[config.mk]
export PLATFORM = sky130hd
export DESIGN_NAME = convex_rect_sat_collision_core_flat
export DESIGN_NICKNAME = d
export VERILOG_FILES = /design/src/sv/crsat_pkg.sv /design/src/sv/crsat_req_if.sv /design/src/sv/crsat_rsp_if.sv /design/src/sv/convex_rect_sat_collision_core.sv /design/src/sv/crsat_ctrl.sv /design/src/sv/crsat_dp.sv /design/src/flat_wrapper.sv
export SDC_FILE = /design/constraint.sdc
export NUM_CORES = 2
export LEC_CHECK = 0
export BUFFER_PORTS_ARGS = -buffer_cell sky130_fd_sc_hd__buf_2
export CAP_MARGIN = 25
export CORE_MARGIN = 2
export CORE_UTILIZATION = 55
export CTS_CLUSTER_SIZE = 8
export DETAILED_ROUTE_END_ITERATION = 8
export GPL_TIMING_DRIVEN = 0
export PLACE_DENSITY = 0.72
export SETUP_SLACK_MARGIN = 0.1
export SYNTH_ARGS = -nofsm -noshare
export SYNTH_HDL_FRONTEND = slang
export SYNTH_SLANG_ARGS = --single-unit
[constraint.sdc]
create_clock -name clk -period 9.25 [get_ports clk]
set_input_delay 0.4625 -clock clk [delete_from_list [all_inputs] [get_ports clk]]
set_output_delay 0.4625 -clock clk [all_outputs]
set_load 0.02 [all_outputs]
[src/sv/crsat_pkg.sv]
// shared constants and types for the convex polygon versus rectangle collision core
package crsat_pkg;

    localparam int MAX_POINTS_DEF   = 16;
    localparam int COORD_BITS_DEF   = 16;
    localparam int RECT_CORNERS     = 4;
    localparam int CORNER_BITS      = 2;
    localparam int REQ_BITS         = 2;
    localparam int INDEX_BITS       = 4;
    localparam int FIELD_BITS       = 16;
    localparam int COUNT_BITS       = 5;
    localparam int POLY_COUNT_MIN   = 3;

    localparam logic [COUNT_BITS-1:0] POLY_COUNT_RESET = COUNT_BITS'(4);

    localparam logic [REQ_BITS-1:0] REQ_LOAD_POLY = 2'd0;
    localparam logic [REQ_BITS-1:0] REQ_LOAD_RECT = 2'd1;
    localparam logic [REQ_BITS-1:0] REQ_TEST      = 2'd2;

    typedef enum logic [1:0] {
        RD_EDGE_A = 2'd0,
        RD_EDGE_B = 2'd1,
        RD_PROJ   = 2'd2
    } rd_kind_t;

    typedef struct packed {
        logic     wr;
        logic     rd;
        rd_kind_t kind;
        logic     grp_rect;
        logic     first;
        logic     last;
    } cmd_t;

    typedef struct packed {
        logic chk_valid;
        logic sep;
    } status_t;

endpackage

[src/sv/crsat_req_if.sv]
// request channel: vertex loads and collision test requests
interface crsat_req_if import crsat_pkg::*; ();

    logic                         valid;
    logic                         ready;
    logic        [REQ_BITS-1:0]   req_type;
    logic        [INDEX_BITS-1:0] vertex_index;
    logic signed [FIELD_BITS-1:0] coord_x;
    logic signed [FIELD_BITS-1:0] coord_y;

    modport source (output valid, output req_type, output vertex_index,
                    output coord_x, output coord_y, input ready);
    modport sink   (input valid, input req_type, input vertex_index,
                    input coord_x, input coord_y, output ready);

endinterface

[src/sv/crsat_rsp_if.sv]
// response channel: collision test result
interface crsat_rsp_if import crsat_pkg::*; ();

    logic valid;
    logic ready;
    logic colliding;

    modport source (output valid, output colliding, input ready);
    modport sink   (input valid, input colliding, output ready);

endinterface

[src/sv/convex_rect_sat_collision_core.sv]
// top level of the convex polygon versus rectangle separating axis collision core
//
//   channel  dir  handshake          payload
//   req      in   req.valid/ready    req_type, vertex_index, coord_x, coord_y
//   rsp      out  rsp.valid/ready    colliding
//   cfg      in   cfg_we             cfg_wdata (poly_count)
//
// a load is written to vertex memory as it is accepted; the length of a test with n polygon
// vertices is set by one vertex memory read port per dot product
// plus the pipeline drain before each axis decision; a separating axis ends it early
// requests are taken only while the sequencer is idle; a pending result does not block loads
// reset clears control and sets poly_count to 4; vertex storage is not cleared
module convex_rect_sat_collision_core import crsat_pkg::*;
#(
    parameter int MAX_POINTS = MAX_POINTS_DEF,
    parameter int COORD_BITS = COORD_BITS_DEF
)
(
    input  logic                  clk,
    input  logic                  rst_n,
    crsat_req_if.sink             req,
    crsat_rsp_if.source           rsp,
    input  logic                  cfg_we,
    input  logic [COUNT_BITS-1:0] cfg_wdata
);

    localparam int AW = $clog2(MAX_POINTS + RECT_CORNERS);

    cmd_t          cmd;
    status_t       status;
    logic [AW-1:0] raddr;
    logic [AW-1:0] waddr;

    crsat_ctrl #(
        .MAX_POINTS (MAX_POINTS)
    ) u_ctrl (
        .clk          (clk),
        .rst_n        (rst_n),
        .in_valid     (req.valid),
        .in_ready     (req.ready),
        .req_type     (req.req_type),
        .vertex_index (req.vertex_index),
        .cfg_we       (cfg_we),
        .cfg_wdata    (cfg_wdata),
        .out_valid    (rsp.valid),
        .out_ready    (rsp.ready),
        .colliding    (rsp.colliding),
        .cmd          (cmd),
        .raddr        (raddr),
        .waddr        (waddr),
        .status       (status)
    );

    crsat_dp #(
        .MAX_POINTS (MAX_POINTS),
        .COORD_BITS (COORD_BITS)
    ) u_dp (
        .clk     (clk),
        .rst_n   (rst_n),
        .cmd     (cmd),
        .raddr   (raddr),
        .waddr   (waddr),
        .coord_x (req.coord_x),
        .coord_y (req.coord_y),
        .status  (status)
    );

`ifndef SYNTHESIS
    a_no_accept_while_reading: assert property (
        @(posedge clk) disable iff (!rst_n) cmd.rd |-> !req.ready)
        else $error("request ready while memory reads are in flight");

    a_test_starts_busy: assert property (
        @(posedge clk) disable iff (!rst_n)
        (req.valid && req.ready && (req.req_type == REQ_TEST)) |=> !req.ready)
        else $error("sequencer did not leave idle after a test transfer");

    a_check_only_when_busy: assert property (
        @(posedge clk) disable iff (!rst_n) status.chk_valid |-> !req.ready)
        else $error("axis check arrived while sequencer idle");
`endif

endmodule

[src/sv/crsat_ctrl.sv]
// sequencer for loads, axis building, projection reads and result delivery
module crsat_ctrl import crsat_pkg::*;
#(
    parameter  int MAX_POINTS = MAX_POINTS_DEF,
    localparam int AW         = $clog2(MAX_POINTS + RECT_CORNERS)
)
(
    input  logic                  clk,
    input  logic                  rst_n,
    input  logic                  in_valid,
    output logic                  in_ready,
    input  logic [REQ_BITS-1:0]   req_type,
    input  logic [INDEX_BITS-1:0] vertex_index,
    input  logic                  cfg_we,
    input  logic [COUNT_BITS-1:0] cfg_wdata,
    output logic                  out_valid,
    input  logic                  out_ready,
    output logic                  colliding,
    output cmd_t                  cmd,
    output logic [AW-1:0]         raddr,
    output logic [AW-1:0]         waddr,
    input  status_t               status
);

    typedef enum logic [5:0] {
        ST_IDLE   = 6'b000001,
        ST_EDGE_A = 6'b000010,
        ST_EDGE_B = 6'b000100,
        ST_PROJ   = 6'b001000,
        ST_DRAIN  = 6'b010000,
        ST_DONE   = 6'b100000
    } state_t;

    state_t                state_reg, state_next;
    logic [AW-1:0]         k_reg, k_next;
    logic [AW-1:0]         p_reg, p_next;
    logic [COUNT_BITS-1:0] count_reg;
    logic                  out_valid_reg, out_valid_next;
    logic                  colliding_reg, colliding_next;
    logic                  hit_reg, hit_next;

    logic [AW-1:0]          np;
    logic [AW-1:0]          last_idx;
    logic [AW-1:0]          k_inc;
    logic [CORNER_BITS-1:0] k_corner;
    logic [CORNER_BITS-1:0] p_corner;
    logic [AW-1:0]          edge_a_addr;
    logic [AW-1:0]          edge_b_addr;
    logic [AW-1:0]          proj_addr;
    logic                   p_in_poly;

    always_comb
    begin
        priority if (32'(count_reg) < POLY_COUNT_MIN)
        begin
            np = AW'(POLY_COUNT_MIN);
        end
        else if (32'(count_reg) > MAX_POINTS)
        begin
            np = AW'(MAX_POINTS);
        end
        else
        begin
            np = AW'(count_reg);
        end
    end

    assign last_idx  = np + AW'(RECT_CORNERS - 1);
    assign k_inc     = k_reg + AW'(1);
    assign k_corner  = CORNER_BITS'(k_reg - np);
    assign p_corner  = CORNER_BITS'(p_reg - np);
    assign p_in_poly = p_reg < np;

    always_comb
    begin
        if (k_reg < np)
        begin
            edge_a_addr = k_reg;
            edge_b_addr = (k_inc == np) ? '0 : k_inc;
        end
        else
        begin
            edge_a_addr = AW'(MAX_POINTS) + AW'(k_corner);
            edge_b_addr = AW'(MAX_POINTS) + AW'(CORNER_BITS'(k_corner + CORNER_BITS'(1)));
        end
        proj_addr = p_in_poly ? p_reg : AW'(MAX_POINTS) + AW'(p_corner);
    end

    always_comb
    begin
        state_next     = state_reg;
        k_next         = k_reg;
        p_next         = p_reg;
        hit_next       = hit_reg;
        out_valid_next = out_valid_reg && !out_ready;
        colliding_next = colliding_reg;
        cmd            = '0;
        raddr          = '0;
        waddr          = '0;
        in_ready       = 1'b0;
        unique case (state_reg)
            ST_IDLE:
            begin
                in_ready = 1'b1;
                if (in_valid)
                begin
                    unique case (req_type)
                        REQ_LOAD_POLY:
                        begin
                            if (32'(vertex_index) < MAX_POINTS)
                            begin
                                cmd.wr = 1'b1;
                                waddr  = AW'(vertex_index);
                            end
                        end
                        REQ_LOAD_RECT:
                        begin
                            if (32'(vertex_index) < RECT_CORNERS)
                            begin
                                cmd.wr = 1'b1;
                                waddr  = AW'(MAX_POINTS)
                                       + AW'(vertex_index[CORNER_BITS-1:0]);
                            end
                        end
                        REQ_TEST:
                        begin
                            k_next     = '0;
                            state_next = ST_EDGE_A;
                        end
                        default:
                        begin
                        end
                    endcase
                end
            end
            ST_EDGE_A:
            begin
                cmd.rd     = 1'b1;
                cmd.kind   = RD_EDGE_A;
                raddr      = edge_a_addr;
                state_next = ST_EDGE_B;
            end
            ST_EDGE_B:
            begin
                cmd.rd     = 1'b1;
                cmd.kind   = RD_EDGE_B;
                raddr      = edge_b_addr;
                p_next     = '0;
                state_next = ST_PROJ;
            end
            ST_PROJ:
            begin
                cmd.rd       = 1'b1;
                cmd.kind     = RD_PROJ;
                cmd.grp_rect = !p_in_poly;
                cmd.first    = (p_reg == '0) || (p_reg == np);
                cmd.last     = p_reg == last_idx;
                raddr        = proj_addr;
                if (p_reg == last_idx)
                begin
                    state_next = ST_DRAIN;
                end
                else
                begin
                    p_next = p_reg + AW'(1);
                end
            end
            ST_DRAIN:
            begin
                if (status.chk_valid)
                begin
                    priority if (status.sep)
                    begin
                        hit_next   = 1'b0;
                        state_next = ST_DONE;
                    end
                    else if (k_reg == last_idx)
                    begin
                        hit_next   = 1'b1;
                        state_next = ST_DONE;
                    end
                    else
                    begin
                        k_next     = k_inc;
                        state_next = ST_EDGE_A;
                    end
                end
            end
            ST_DONE:
            begin
                if (!out_valid_reg || out_ready)
                begin
                    out_valid_next = 1'b1;
                    colliding_next = hit_reg;
                    state_next     = ST_IDLE;
                end
            end
            default:
            begin
                state_next = ST_IDLE;
            end
        endcase
    end

    always_ff @(posedge clk or negedge rst_n)
    begin
        if (!rst_n)
        begin
            state_reg     <= ST_IDLE;
            k_reg         <= '0;
            p_reg         <= '0;
            hit_reg       <= 1'b0;
            out_valid_reg <= 1'b0;
            count_reg     <= POLY_COUNT_RESET;
        end
        else
        begin
            state_reg     <= state_next;
            k_reg         <= k_next;
            p_reg         <= p_next;
            hit_reg       <= hit_next;
            out_valid_reg <= out_valid_next;
            if (cfg_we)
            begin
                count_reg <= cfg_wdata;
            end
        end
    end

    always_ff @(posedge clk)
    begin
        colliding_reg <= colliding_next;
    end

    assign out_valid = out_valid_reg;
    assign colliding = colliding_reg;

endmodule

[src/sv/crsat_dp.sv]
// vertex memory, axis builder, dot product pipeline and interval check
module crsat_dp import crsat_pkg::*;
#(
    parameter  int MAX_POINTS = MAX_POINTS_DEF,
    parameter  int COORD_BITS = COORD_BITS_DEF,
    localparam int AW         = $clog2(MAX_POINTS + RECT_CORNERS),
    localparam int DW         = 2 * COORD_BITS,
    localparam int XW         = COORD_BITS + 1,
    localparam int PW         = 2 * COORD_BITS + 1,
    localparam int SW         = 2 * COORD_BITS + 2
)
(
    input  logic                         clk,
    input  logic                         rst_n,
    input  cmd_t                         cmd,
    input  logic        [AW-1:0]         raddr,
    input  logic        [AW-1:0]         waddr,
    input  logic signed [FIELD_BITS-1:0] coord_x,
    input  logic signed [FIELD_BITS-1:0] coord_y,
    output status_t                      status
);

    logic [DW-1:0] mem [MAX_POINTS + RECT_CORNERS];
    logic [DW-1:0] rdata_reg;

    logic signed [COORD_BITS-1:0] wx, wy;
    logic signed [COORD_BITS-1:0] rx, ry;
    logic signed [COORD_BITS-1:0] xa_reg, ya_reg;
    logic signed [XW-1:0]         axis_x_reg, axis_y_reg;
    logic signed [PW-1:0]         prodx_reg, prody_reg;
    logic signed [SW-1:0]         dot;
    logic signed [SW-1:0]         plo_reg, phi_reg, rlo_reg, rhi_reg;

    logic v1_reg, v2_reg, last3_reg, chk_valid_reg, sep_reg;
    cmd_t tag1_reg, tag2_reg;

    if (COORD_BITS <= FIELD_BITS)
    begin : g_trunc
        assign wx = coord_x[COORD_BITS-1:0];
        assign wy = coord_y[COORD_BITS-1:0];
    end
    else
    begin : g_ext
        assign wx = {{(COORD_BITS - FIELD_BITS){1'b0}}, coord_x};
        assign wy = {{(COORD_BITS - FIELD_BITS){1'b0}}, coord_y};
    end

    always_ff @(posedge clk)
    begin
        if (cmd.wr)
        begin
            mem[waddr] <= {wy, wx};
        end
        rdata_reg <= mem[raddr];
    end

    assign rx  = rdata_reg[COORD_BITS-1:0];
    assign ry  = rdata_reg[DW-1:COORD_BITS];
    assign dot = SW'(prodx_reg) + SW'(prody_reg);

    always_ff @(posedge clk or negedge rst_n)
    begin
        if (!rst_n)
        begin
            v1_reg        <= 1'b0;
            v2_reg        <= 1'b0;
            last3_reg     <= 1'b0;
            chk_valid_reg <= 1'b0;
            tag1_reg      <= '0;
            tag2_reg      <= '0;
        end
        else
        begin
            v1_reg        <= cmd.rd;
            tag1_reg      <= cmd;
            v2_reg        <= v1_reg && (tag1_reg.kind == RD_PROJ);
            tag2_reg      <= tag1_reg;
            last3_reg     <= v2_reg && tag2_reg.last;
            chk_valid_reg <= last3_reg;
        end
    end

    always_ff @(posedge clk)
    begin
        if (v1_reg && (tag1_reg.kind == RD_EDGE_A))
        begin
            xa_reg <= rx;
            ya_reg <= ry;
        end
        if (v1_reg && (tag1_reg.kind == RD_EDGE_B))
        begin
            axis_x_reg <= XW'(ya_reg) - XW'(ry);
            axis_y_reg <= XW'(rx) - XW'(xa_reg);
        end
        if (v1_reg && (tag1_reg.kind == RD_PROJ))
        begin
            prodx_reg <= PW'(rx) * PW'(axis_x_reg);
            prody_reg <= PW'(ry) * PW'(axis_y_reg);
        end
        if (v2_reg)
        begin
            if (tag2_reg.grp_rect)
            begin
                if (tag2_reg.first || (dot < rlo_reg))
                begin
                    rlo_reg <= dot;
                end
                if (tag2_reg.first || (dot > rhi_reg))
                begin
                    rhi_reg <= dot;
                end
            end
            else
            begin
                if (tag2_reg.first || (dot < plo_reg))
                begin
                    plo_reg <= dot;
                end
                if (tag2_reg.first || (dot > phi_reg))
                begin
                    phi_reg <= dot;
                end
            end
        end
        if (last3_reg)
        begin
            sep_reg <= (phi_reg < rlo_reg) || (rhi_reg < plo_reg);
        end
    end

    assign status.chk_valid = chk_valid_reg;
    assign status.sep       = sep_reg;

endmodule
[src/flat_wrapper.sv]
// flat-port wrapper written by rule: the top's interface ports become plain ports
module convex_rect_sat_collision_core_flat import crsat_pkg::*;
#(
    parameter int MAX_POINTS = MAX_POINTS_DEF,
    parameter int COORD_BITS = COORD_BITS_DEF
)
  (clk, rst_n, cfg_we, cfg_wdata, req_valid, req_req_type, req_vertex_index, req_coord_x, req_coord_y, req_ready, rsp_valid, rsp_colliding, rsp_ready);
  crsat_req_if req_i ();
  crsat_rsp_if rsp_i ();
  input  logic clk;
  input  logic rst_n;
  input  logic cfg_we;
  input  logic [COUNT_BITS-1:0] cfg_wdata;
  input wire logic [$bits(req_i.valid)-1:0] req_valid;
  input wire logic [$bits(req_i.req_type)-1:0] req_req_type;
  input wire logic [$bits(req_i.vertex_index)-1:0] req_vertex_index;
  input wire logic [$bits(req_i.coord_x)-1:0] req_coord_x;
  input wire logic [$bits(req_i.coord_y)-1:0] req_coord_y;
  output wire logic [$bits(req_i.ready)-1:0] req_ready;
  output wire logic [$bits(rsp_i.valid)-1:0] rsp_valid;
  output wire logic [$bits(rsp_i.colliding)-1:0] rsp_colliding;
  input wire logic [$bits(rsp_i.ready)-1:0] rsp_ready;
  assign req_i.valid = req_valid;
  assign req_i.req_type = req_req_type;
  assign req_i.vertex_index = req_vertex_index;
  assign req_i.coord_x = req_coord_x;
  assign req_i.coord_y = req_coord_y;
  assign req_ready = req_i.ready;
  assign rsp_valid = rsp_i.valid;
  assign rsp_colliding = rsp_i.colliding;
  assign rsp_i.ready = rsp_ready;
  convex_rect_sat_collision_core #(.MAX_POINTS(MAX_POINTS), .COORD_BITS(COORD_BITS)) u_core (.clk(clk), .rst_n(rst_n), .req(req_i), .rsp(rsp_i), .cfg_we(cfg_we), .cfg_wdata(cfg_wdata));
endmodule
==> summary.txt <==
Yosys
  – Syn_nets: 6,661
  – Adder-cell area share of the yosys netlist: 26.03%
  – Yosys Warn Count: 0
  – Mux cell area share after synthesis: 1.694%
  – Main combinational cell family by area after synthesis: adder cells
  – Cell count after synthesis: 5,611
  – Most frequent cell after synthesis: edfxtp_1
  – Post-synthesis sequential area ratio: 44.94%
  – Synth top area share: 42.58%
  – Seq cells post-synth: 977
  – Xor/xnor share of the synthesized area: 2.055%
  – Post-synth EDFFs: 910
  – Syn Area/Cell: 11.44 µm²
  – Unique masters post-synth: 76
  – Post-synth ARST share: 3.582%
  – Cell area after synthesis: 64,180 µm²
  – Cell taking the most area after synthesis: edfxtp_1
  – Simple-gate area share of the yosys netlist: 11.95%
  – Synth top cells by count: 910 x edfxtp_1, 833 x nand2_1, 821 x inv_1, 555 x fa_1, 447 x ha_1
  – Compound-gate portion of the synthesized area: 7.266%
  – Main synth FF type: edfxtp_1
  – Top cells by area, synth: edfxtp_1 43%, fa_1 17%, ha_1 8.7%, nand2_1 4.9%, inv_1 4.8%

Route
  – Total number of vias: 42,700
  – Drt via density: 5.743
  – Top routing layer used: met4
  – Post-DR wirelength/cell: 21.38 µm
  – Detailed route wirelength on metal3: 10.76 mm
  – Final WL: 159.0 mm
  – Met2 wire len: 78.53 mm
  – Routed Antenna Nets: 0
  – DR iter-0 viols: 3,643
  – DR DRC count: 0
  – Met1 wire length: 62.46 mm
  – DRT Pass-1 Iters: 6

Clocking
  – CTS H-tree depth: 4
  – CTS sink count: 977
  – CTS buffer count: 141
  – Clock Latency Late Sink: 0.76 ns
  – Clock tree from TritonCTS: built
  – Post-CTS Setup Bufs: 0
  – Root Buffer: clkbuf_16
  – Clock-pin slew on the worst setup and hold paths: 0.05 ns
  – Clock Path Buffers: 3

Floorplan
  – Core Area: 115,900 µm²
  – Die Width: 345.6 µm
  – Die H: 345.6 µm
  – Initial core utilization: 55.38%
  – # rows: 125
  – Die Area: 119,400 µm²
  – Num ports: 51

STA
  – Fin Setup TNS: 0 ns
  – F_max: 116.1 MHz
  – Relative slew slack: 32.19%
  – # setup viols final: 0
  – Final Hold Viols: 0
  – Period utilization: 93.14%
  – Max Slew Vio Count: 0
  – Tmin final: 8.616 ns
  – Setup Skew: 0.05975 ns
  – Slew @ Worst Pin: 1.010 ns
  – RSZ-0062 raised after global routing: no

Critical path
  – Worst EP arrival: 8.99 ns
  – CP endpoint kind: register
  – Crit Path Max Fanout: 10
  – Crit Path Category: register to register
  – Worst setup SP type: register
  – CP required: 9.63 ns

Cells and area
  – Layout cells sized above 1: 5.872%
  – Synth-to-layout area growth: 11.17%
  – Post-route core utilization: 61.57%
  – Reg with most FFs: u_core.u_dp.mem
  – Layout Nets: 6,896
  – Max reg flops: 640

Job
  – Max-Cap Viols: 0

Placement
  – Final HPWL DP: 117.9 mm
  – GP Congestion: 0.9189
  – Port Buffers: 50

Min path
  – HP Class: input port to register

GRT
  – Initial antenna violation count: 2
  – Largest net degree at the start of global routing: 66
  – GRT Total Usage: 26.82%
  – First-pass GRT wire length: 247.0 mm
  – Vias in the first global route: 44,660
  – GR Overflow Total: 0

Status
  – Status: complete, no violations
-- worst max-delay path, cell delays in order, from the launching register on --
cell and delay [ns]:
dfxtp_1 0.35, clkbuf_1 0.60, clkbuf_1 0.60, nand2_1 0.18, fa_1 0.56, inv_1 0.05, fa_1 0.49, inv_1 0.05
fa_1 0.53, inv_1 0.06, fa_1 0.38, fa_1 0.51, inv_1 0.06, fa_1 0.49, inv_1 0.05, ha_1 0.36
a21oi_1 0.16, nand3_1 0.15, a211oi_1 0.79, a211oi_1 0.23, nor2_1 0.33, o31ai_1 0.16, o31ai_1 0.32, nand2b_1 0.12
a21oi_1 0.18, xnor2_1 0.43
-- placed cells by master (no fill, tap or decap), types with 26 or more instances in the layout --
master,n
a211oi_1,35
nor3_1,27
nand4_1,85
a21oi_1,244
xor2_1,33
ha_1,447
and2_1,266
clkbuf_1,185
nand2b_1,35
fa_1,555
nand3_1,113
xnor2_1,115
a21o_1,98
edfxtp_1,910
dfrtp_1,33
clkbuf_16,141
inv_1,821
a32oi_1,48
nand2_1,833
dfxtp_1,32
o21a_1,26
nor2b_1,38
o21ai_0,130
mux2i_1,85
buf_2,86
nor2_1,132
-- stage by stage --
step           cell area (µm²)  instances  worst slack [ns]  hold slack [ns]
2_1_floorplan            64180       5611             2.034           0.1669
3_3_place_gp             66340       7185           -0.7402           0.3322
3_5_place_dp             67160       7219            0.7894           0.3378
4_1_cts                  71340       7432            0.7220          0.03035
5_1_grt                  71350       7434            0.2655          0.08351
6_report                 71350       7435            0.6342          0.08823
-- final timing paths --
kind,start,end,slack (ns),cells past startpoint
min in group asynchronous,rst_n,u_core.u_ctrl.k_reg[0],0.37,2
setup reg to reg,u_core.u_dp.rdata_reg[23],u_core.u_dp.prody_reg[32],0.63,25
hold / removal,cfg_we,u_core.u_ctrl.count_reg[0],0.09,2
hold reg to reg,u_core.u_dp.tag1_reg[2],u_core.u_dp.tag2_reg[2],0.35,0
max in group asynchronous,rst_n,u_core.u_ctrl.out_valid,8.37,2
setup / recovery,u_core.u_dp.rdata_reg[23],u_core.u_dp.prody_reg[32],0.63,25
-- routing by layer --
| layer | global-route usage, % | vias to the layer above |
|---|---|---|
| met5 | 0 | - |
| met1 | 33.74 | 21170 |
| met2 | 45.88 | 1703 |
| met4 | 12.71 | 0 |
| met3 | 3.787 | 422 |
| li1 | - | 19400 |
-- area by class of cell --
type / count / area (µm²)
Multi-Input combinational cell: 3623 / 31660
Fill cell: 8874 / 44540
Timing Repair Buffer: 92 / 934.6
Sequential cell: 977 / 28850
Tap cell: 1524 / 1907
Inverter: 822 / 3085
Clock buffer: 187 / 3721
Buffer: 189 / 804.5
Clock inverter: 19 / 387.9
Antenna cell: 2 / 5.005
-- cells by family (layout without fill, tap and decap cells) --
kind of cell | Yosys count | after routing
multiplexers | 106 | 106
other | 0 | 2
AND/OR/NAND/NOR | 1634 | 1634
buffers and inverters | 1011 | 1309
adder cells (fa/ha/maj) | 1002 | 1002
flip-flops | 977 | 977
AO/OA/AOI/OAI | 732 | 732
XOR/XNOR | 149 | 149
-- repair_timing --
item                      CTS  global route
hold endpoints to repair   38             0
hold buffers                7             0
gates resized for setup     0             0
Power is not shown: default switching activity piles up to over one toggle a cycle in this logic, so the estimate is an artifact.
